## config.mk

```make
export PLATFORM = sky130hd
export DESIGN_NAME = rnp_digit_match
export DESIGN_NICKNAME = d
export VERILOG_FILES = /design/src/assert_macros.svh /design/src/rnp_pkg.sv /design/src/rnp_digit_match.sv
export SDC_FILE = /design/constraint.sdc
export NUM_CORES = 1
export LEC_CHECK = 0
export BUFFER_PORTS_ARGS = -buffer_cell sky130_fd_sc_hd__buf_4
export CORE_AREA = 8 8 45 47
export DETAILED_ROUTE_END_ITERATION = 6
export DIE_AREA = 0 0 53 55
export PLACE_DENSITY_LB_ADDON = 0.1
export SYNTH_ARGS = -nofsm -noshare
export SYNTH_HDL_FRONTEND = slang
export SYNTH_SLANG_ARGS = --single-unit
```

## constraint.sdc

```tcl
create_clock -name vclk -period 0.94
set_input_delay 0.141 -clock vclk [all_inputs]
set_output_delay 0.141 -clock vclk [all_outputs]
set_load 0.005 [all_outputs]
```

## src/assert_macros.svh

```systemverilog
// assert_macros.svh: concurrent assertion macros used by roman_numeral_parser
// depends on nothing; define NO_ASSERTIONS to compile the checks away
`ifndef ASSERT_MACROS_SVH
`define ASSERT_MACROS_SVH
`ifndef NO_ASSERTIONS
// property must hold at every clock edge outside reset
`define RNP_ASSERT(lbl, clk, rst_n, prop, msg) \
	lbl: assert property (@(posedge clk) disable iff (!rst_n) prop) else $error(msg);
// expression must never be true outside reset
`define RNP_ASSERT_NEVER(lbl, clk, rst_n, expr, msg) \
	lbl: assert property (@(posedge clk) disable iff (!rst_n) !(expr)) else $error(msg);
`else
`define RNP_ASSERT(lbl, clk, rst_n, prop, msg)
`define RNP_ASSERT_NEVER(lbl, clk, rst_n, expr, msg)
`endif
`endif

```

## src/rnp_pkg.sv

```systemverilog
// rnp_pkg: types, codes and small decode functions of the roman numeral parser
// depends on nothing; used by rnp_stream_if users, rnp_digit_match and the top level
package rnp_pkg;

	// item carried on the character channel
	typedef struct packed {
		logic [7:0] symbol;
		logic       last;
	} symbol_item_t;

	// item carried on the result channel
	typedef struct packed {
		logic [11:0] value;
		logic        error;
	} result_item_t;

	// ascii letters that take part in a numeral
	localparam logic [7:0] ASCII_M = 8'h4D;
	localparam logic [7:0] ASCII_D = 8'h44;
	localparam logic [7:0] ASCII_C = 8'h43;
	localparam logic [7:0] ASCII_L = 8'h4C;
	localparam logic [7:0] ASCII_X = 8'h58;
	localparam logic [7:0] ASCII_V = 8'h56;
	localparam logic [7:0] ASCII_I = 8'h49;

	// parse phases
	localparam logic [2:0] PH_THOUS = 3'd0;
	localparam logic [2:0] PH_HUND  = 3'd1;
	localparam logic [2:0] PH_TENS  = 3'd2;
	localparam logic [2:0] PH_ONES  = 3'd3;
	localparam logic [2:0] PH_DONE  = 3'd4;

	// role of a letter inside its group
	localparam logic [1:0] CLS_UNIT = 2'd0;
	localparam logic [1:0] CLS_FIVE = 2'd1;
	localparam logic [1:0] CLS_TEN  = 2'd2;
	localparam logic [1:0] CLS_NONE = 2'd3;

	// group length limits
	localparam logic [2:0] GRP_SLOTS   = 3'd4;
	localparam logic [2:0] GRP_LEN_SAT = 3'd5;

	// weights and limits
	localparam int THOUSAND  = 1000;
	localparam int VALUE_MAX = 4095;
	localparam logic [9:0] RUN_MAX = 10'd999;

	// symbols of the open group, entry 0 first
	typedef logic [3:0][1:0] grp_syms_t;

	// pattern match result of one group
	typedef struct packed {
		logic       found;
		logic [3:0] digit;
	} digit_match_t;

	// role of a character in the group of a phase
	function automatic logic [1:0] classify(input logic [2:0] phase, input logic [7:0] c);
		logic [1:0] cls;
		cls = CLS_NONE;
		unique case (phase)
			PH_HUND: begin
				if (c == ASCII_C) cls = CLS_UNIT;
				else if (c == ASCII_D) cls = CLS_FIVE;
				else if (c == ASCII_M) cls = CLS_TEN;
			end
			PH_TENS: begin
				if (c == ASCII_X) cls = CLS_UNIT;
				else if (c == ASCII_L) cls = CLS_FIVE;
				else if (c == ASCII_C) cls = CLS_TEN;
			end
			PH_ONES: begin
				if (c == ASCII_I) cls = CLS_UNIT;
				else if (c == ASCII_V) cls = CLS_FIVE;
				else if (c == ASCII_X) cls = CLS_TEN;
			end
			default: cls = CLS_NONE;
		endcase
		return cls;
	endfunction

	// place value of the group of a phase
	function automatic logic [6:0] group_weight(input logic [2:0] phase);
		logic [6:0] w;
		unique case (phase)
			PH_HUND: w = 7'd100;
			PH_TENS: w = 7'd10;
			PH_ONES: w = 7'd1;
			default: w = 7'd0;
		endcase
		return w;
	endfunction

endpackage

```

## src/rnp_digit_match.sv

```systemverilog
// rnp_digit_match: matches one collected group against the ten digit patterns
// depends on rnp_pkg
module rnp_digit_match (
	input  logic [2:0]              len,
	input  rnp_pkg::grp_syms_t      syms,
	output rnp_pkg::digit_match_t   match
);

	// only entries below len are looked at
	always_comb begin
		match.found = 1'b0;
		match.digit = 4'd0;
		case (len)
			3'd0: begin
				match.found = 1'b1;
			end
			3'd1: begin
				if (syms[0] == rnp_pkg::CLS_UNIT) begin
					match = '{found: 1'b1, digit: 4'd1};
				end else if (syms[0] == rnp_pkg::CLS_FIVE) begin
					match = '{found: 1'b1, digit: 4'd5};
				end
			end
			3'd2: begin
				if (syms[0] == rnp_pkg::CLS_UNIT && syms[1] == rnp_pkg::CLS_UNIT) begin
					match = '{found: 1'b1, digit: 4'd2};
				end else if (syms[0] == rnp_pkg::CLS_UNIT && syms[1] == rnp_pkg::CLS_FIVE) begin
					match = '{found: 1'b1, digit: 4'd4};
				end else if (syms[0] == rnp_pkg::CLS_FIVE && syms[1] == rnp_pkg::CLS_UNIT) begin
					match = '{found: 1'b1, digit: 4'd6};
				end else if (syms[0] == rnp_pkg::CLS_UNIT && syms[1] == rnp_pkg::CLS_TEN) begin
					match = '{found: 1'b1, digit: 4'd9};
				end
			end
			3'd3: begin
				if (syms[1] == rnp_pkg::CLS_UNIT && syms[2] == rnp_pkg::CLS_UNIT) begin
					if (syms[0] == rnp_pkg::CLS_UNIT) begin
						match = '{found: 1'b1, digit: 4'd3};
					end else if (syms[0] == rnp_pkg::CLS_FIVE) begin
						match = '{found: 1'b1, digit: 4'd7};
					end
				end
			end
			3'd4: begin
				if (syms[0] == rnp_pkg::CLS_FIVE && syms[1] == rnp_pkg::CLS_UNIT
						&& syms[2] == rnp_pkg::CLS_UNIT && syms[3] == rnp_pkg::CLS_UNIT) begin
					match = '{found: 1'b1, digit: 4'd8};
				end
			end
			default: begin
				match.found = 1'b0;
			end
		endcase
	end

endmodule

```

==> results.tsv <==
stage	metric	value	unit
worst_setup_path	crit path from	syms[2]	
finish	Nets	63	
die	Core ar.	1380	sq um
detailed_routing	# DRC	0	
run_status	status	finished, violations left	
placed_design	setup slack at placement	-0.234	ns
worst_setup_path	Crit. End Element	output pin	
detailed_routing	Avg WL per Cell	14.2	um
die	standard-cell rows	14	
sta	final setup violation count	4	
global_routing	gr busiest metal	met2	
die	# IOs	16	
power_and_ir_drop	P per Cell Area	363	nW/um^2
global_routing	met3 Resource Use GR	1.34	%
hold_path	Hold Path Depth	5	
logic_synthesis	post-synth top area cell	nor4_4	
placed_design	DP Area	352	sq um
power_and_ir_drop	leak pwr	0.000195	uW
hold_path	WHS Endpoint	match[1]	
finish	layout cells sized above 1	60.0	%
placed_design	DP Wirelength	686	um
logic_synthesis	Post-Syn Nets	39	
global_routing	grt met2 use	10.2	%
logic_synthesis	sequential-to-total area share from yosys stat	0	%
die	Initial Util	13.9	%
logic_synthesis	Distinct cells, synth	17	
detailed_routing	DR vias/cell	4.89	
sta	Slew headroom	78.1	%
sta	min Tclk post-route	1.14	ns
global_routing	number of global-route vias before repair	321	
logic_synthesis	Mean Syn Cell Area	6.88	sq um
sta	fin. max-slew vios	0	
sta	fin crit share	121	%
detailed_routing	DRT Pass-1 Iters	2	
finish	Final Util	32.4	%
worst_setup_path	worst endpoint required time	0.80	ns
detailed_routing	drt first-iter violations	12	
detailed_routing	DRT antenna net count	0	
global_routing	gr ovfl total	0	
worst_setup_path	crit-path max FO	4	
hold_path	beginning of the worst hold path	syms[4]	
sta	fmax	0.878	GHz
logic_synthesis	cells after synthesis	28	
global_routing	GR met1 Demand/Resource	6.03	%
worst_setup_path	Startpoint Class	input pin	
logic_synthesis	Ys Warns	0	
worst_setup_path	WP data arrival	1.00	ns
die	Total Die Area	2920	sq um
worst_setup_path	crit path kind	in2out	
finish	fillers	158	
run_status	failing checks	negative setup slack	
global_routing	Total GRT Usage	5.29	%
hold_path	min-delay worst type	in2out	
detailed_routing	routed via count	323	
finish	Area Overhead vs Synth	132	%
die	Die X	53	um
logic_synthesis	top post-synthesis cells by area	nor4_4 (11%), nor2b_1 (9.7%), nand4b_1 (9.1%), nor4b_1 (9.1%), nand3_1 (7.8%)	
global_routing	first-pass GRT wire length	1300	um
run	max_cap viols	0	
detailed_routing	drt total wl	938	um
power_and_ir_drop	peak supply drop	0.129	mV
sta	worst setup margin	-0.199	ns
sta	Fin. Hold Viols	0	
sta	RSZ-0062 raised after global routing	yes	
finish	fin area	448	sq um
sta	Slew @ Worst Pin	0.326	ns
die	die extent in y	55	um
finish	# diodes	0	
sta	setup_tns	-0.665	ns
global_routing	initial antenna violation count	0	
placed_design	routability cong.	0.800	
finish	FF+latch count	0	
global_routing	largest net degree at the start of global routing	8	
logic_synthesis	Post-Syn Area	193	sq um
logic_synthesis	share of the synthesized area in the top cell type	11.0	%
finish	Seq. cell area	0	sq um
placed_design	number of port buffers	16	
finish	count of clock buffers in the final design	0	
==> worst max-delay path, cell delays in order <==
cell and delay [ns]:
buf_12 0.11, nor4_4 0.37, nand4_1 0.17, nand3_1 0.10, buf_4 0.11
==> cells in the final DEF, fill, tap and decap left out, types with 2 or more instances in the layout <==
cell       n
nand4b_1   2
buf_4     15
buf_6      7
nand3_1    2
nor2_4     2
nand4_1    2
o211ai_1   2
nor2b_1    3
nand2_1    2
==> power breakdown <==
part           leakage (uW)  switching, uW  internal, uW
registers                 0              0             0
logic              0.000195           68.9          93.9
clock network             0              0             0
==> per-stage QoR <==
step           cells  total power (uW)  hold slack, ns
2_1_floorplan     28              41.0           0.392
3_3_place_gp      63               123           0.651
3_5_place_dp      63               121           0.649
4_1_cts           63               126           0.650
5_1_grt           66               174           0.640
6_report          66               163           0.617
==> metal layers <==
layer / up-vias / wire (um)
li1: 156 / -
met1: 161 / 352
met2: 6 / 527
met3: 0 / 59
met4: 0 / 0
met5: - / 0
==> kinds of logic after synthesis <==
group / synth area share, %
compound gates: 22.7
buf+inv: 7.79
simple gates: 69.5
==> worst max-delay path by stage <==
stage | end | depth (start not counted)
3_5_place_dp | match[4] | 5
3_3_place_gp | match[4] | 5
4_1_cts | match[4] | 5
2_1_floorplan | match[4] | 4
6_report | match[4] | 5
5_1_grt | match[3] | 5
==> layout make-up <==
cell class,count,area (sq um),share of cell area [%]
tap,16,20.0,4.47
timing repair buffer,23,211,47.2
inverter,1,3.75,0.838
multi-input combinational,26,213,47.5
==> cells in the mapped netlist <==
library cell  count
o31ai_1           1
nor4_4            1
nand3_1           3
nor2_1            3
nand4_1           2
o211ai_1          2
nor2b_1           3
buf_6             1
a211o_1           1
nand4b_1          2
nand2_1           2
nor4b_1           2
inv_1             1
nor3b_1           1
o21ai_0           1
nor3_1            1
a211oi_1          1
==> repair_timing <==
| item | in CTS | in global routing |
|---|---|---|
| hold buffers | 0 | 0 |
| pin swaps | 7 | 9 |
| setup buffers | 0 | 3 |
| endpoints found under the setup margin | 5 | 5 |
| endpoints found under the hold margin | 0 | 0 |
| resized for setup | 3 | 16 |
(Power assumes the default switching activity.)
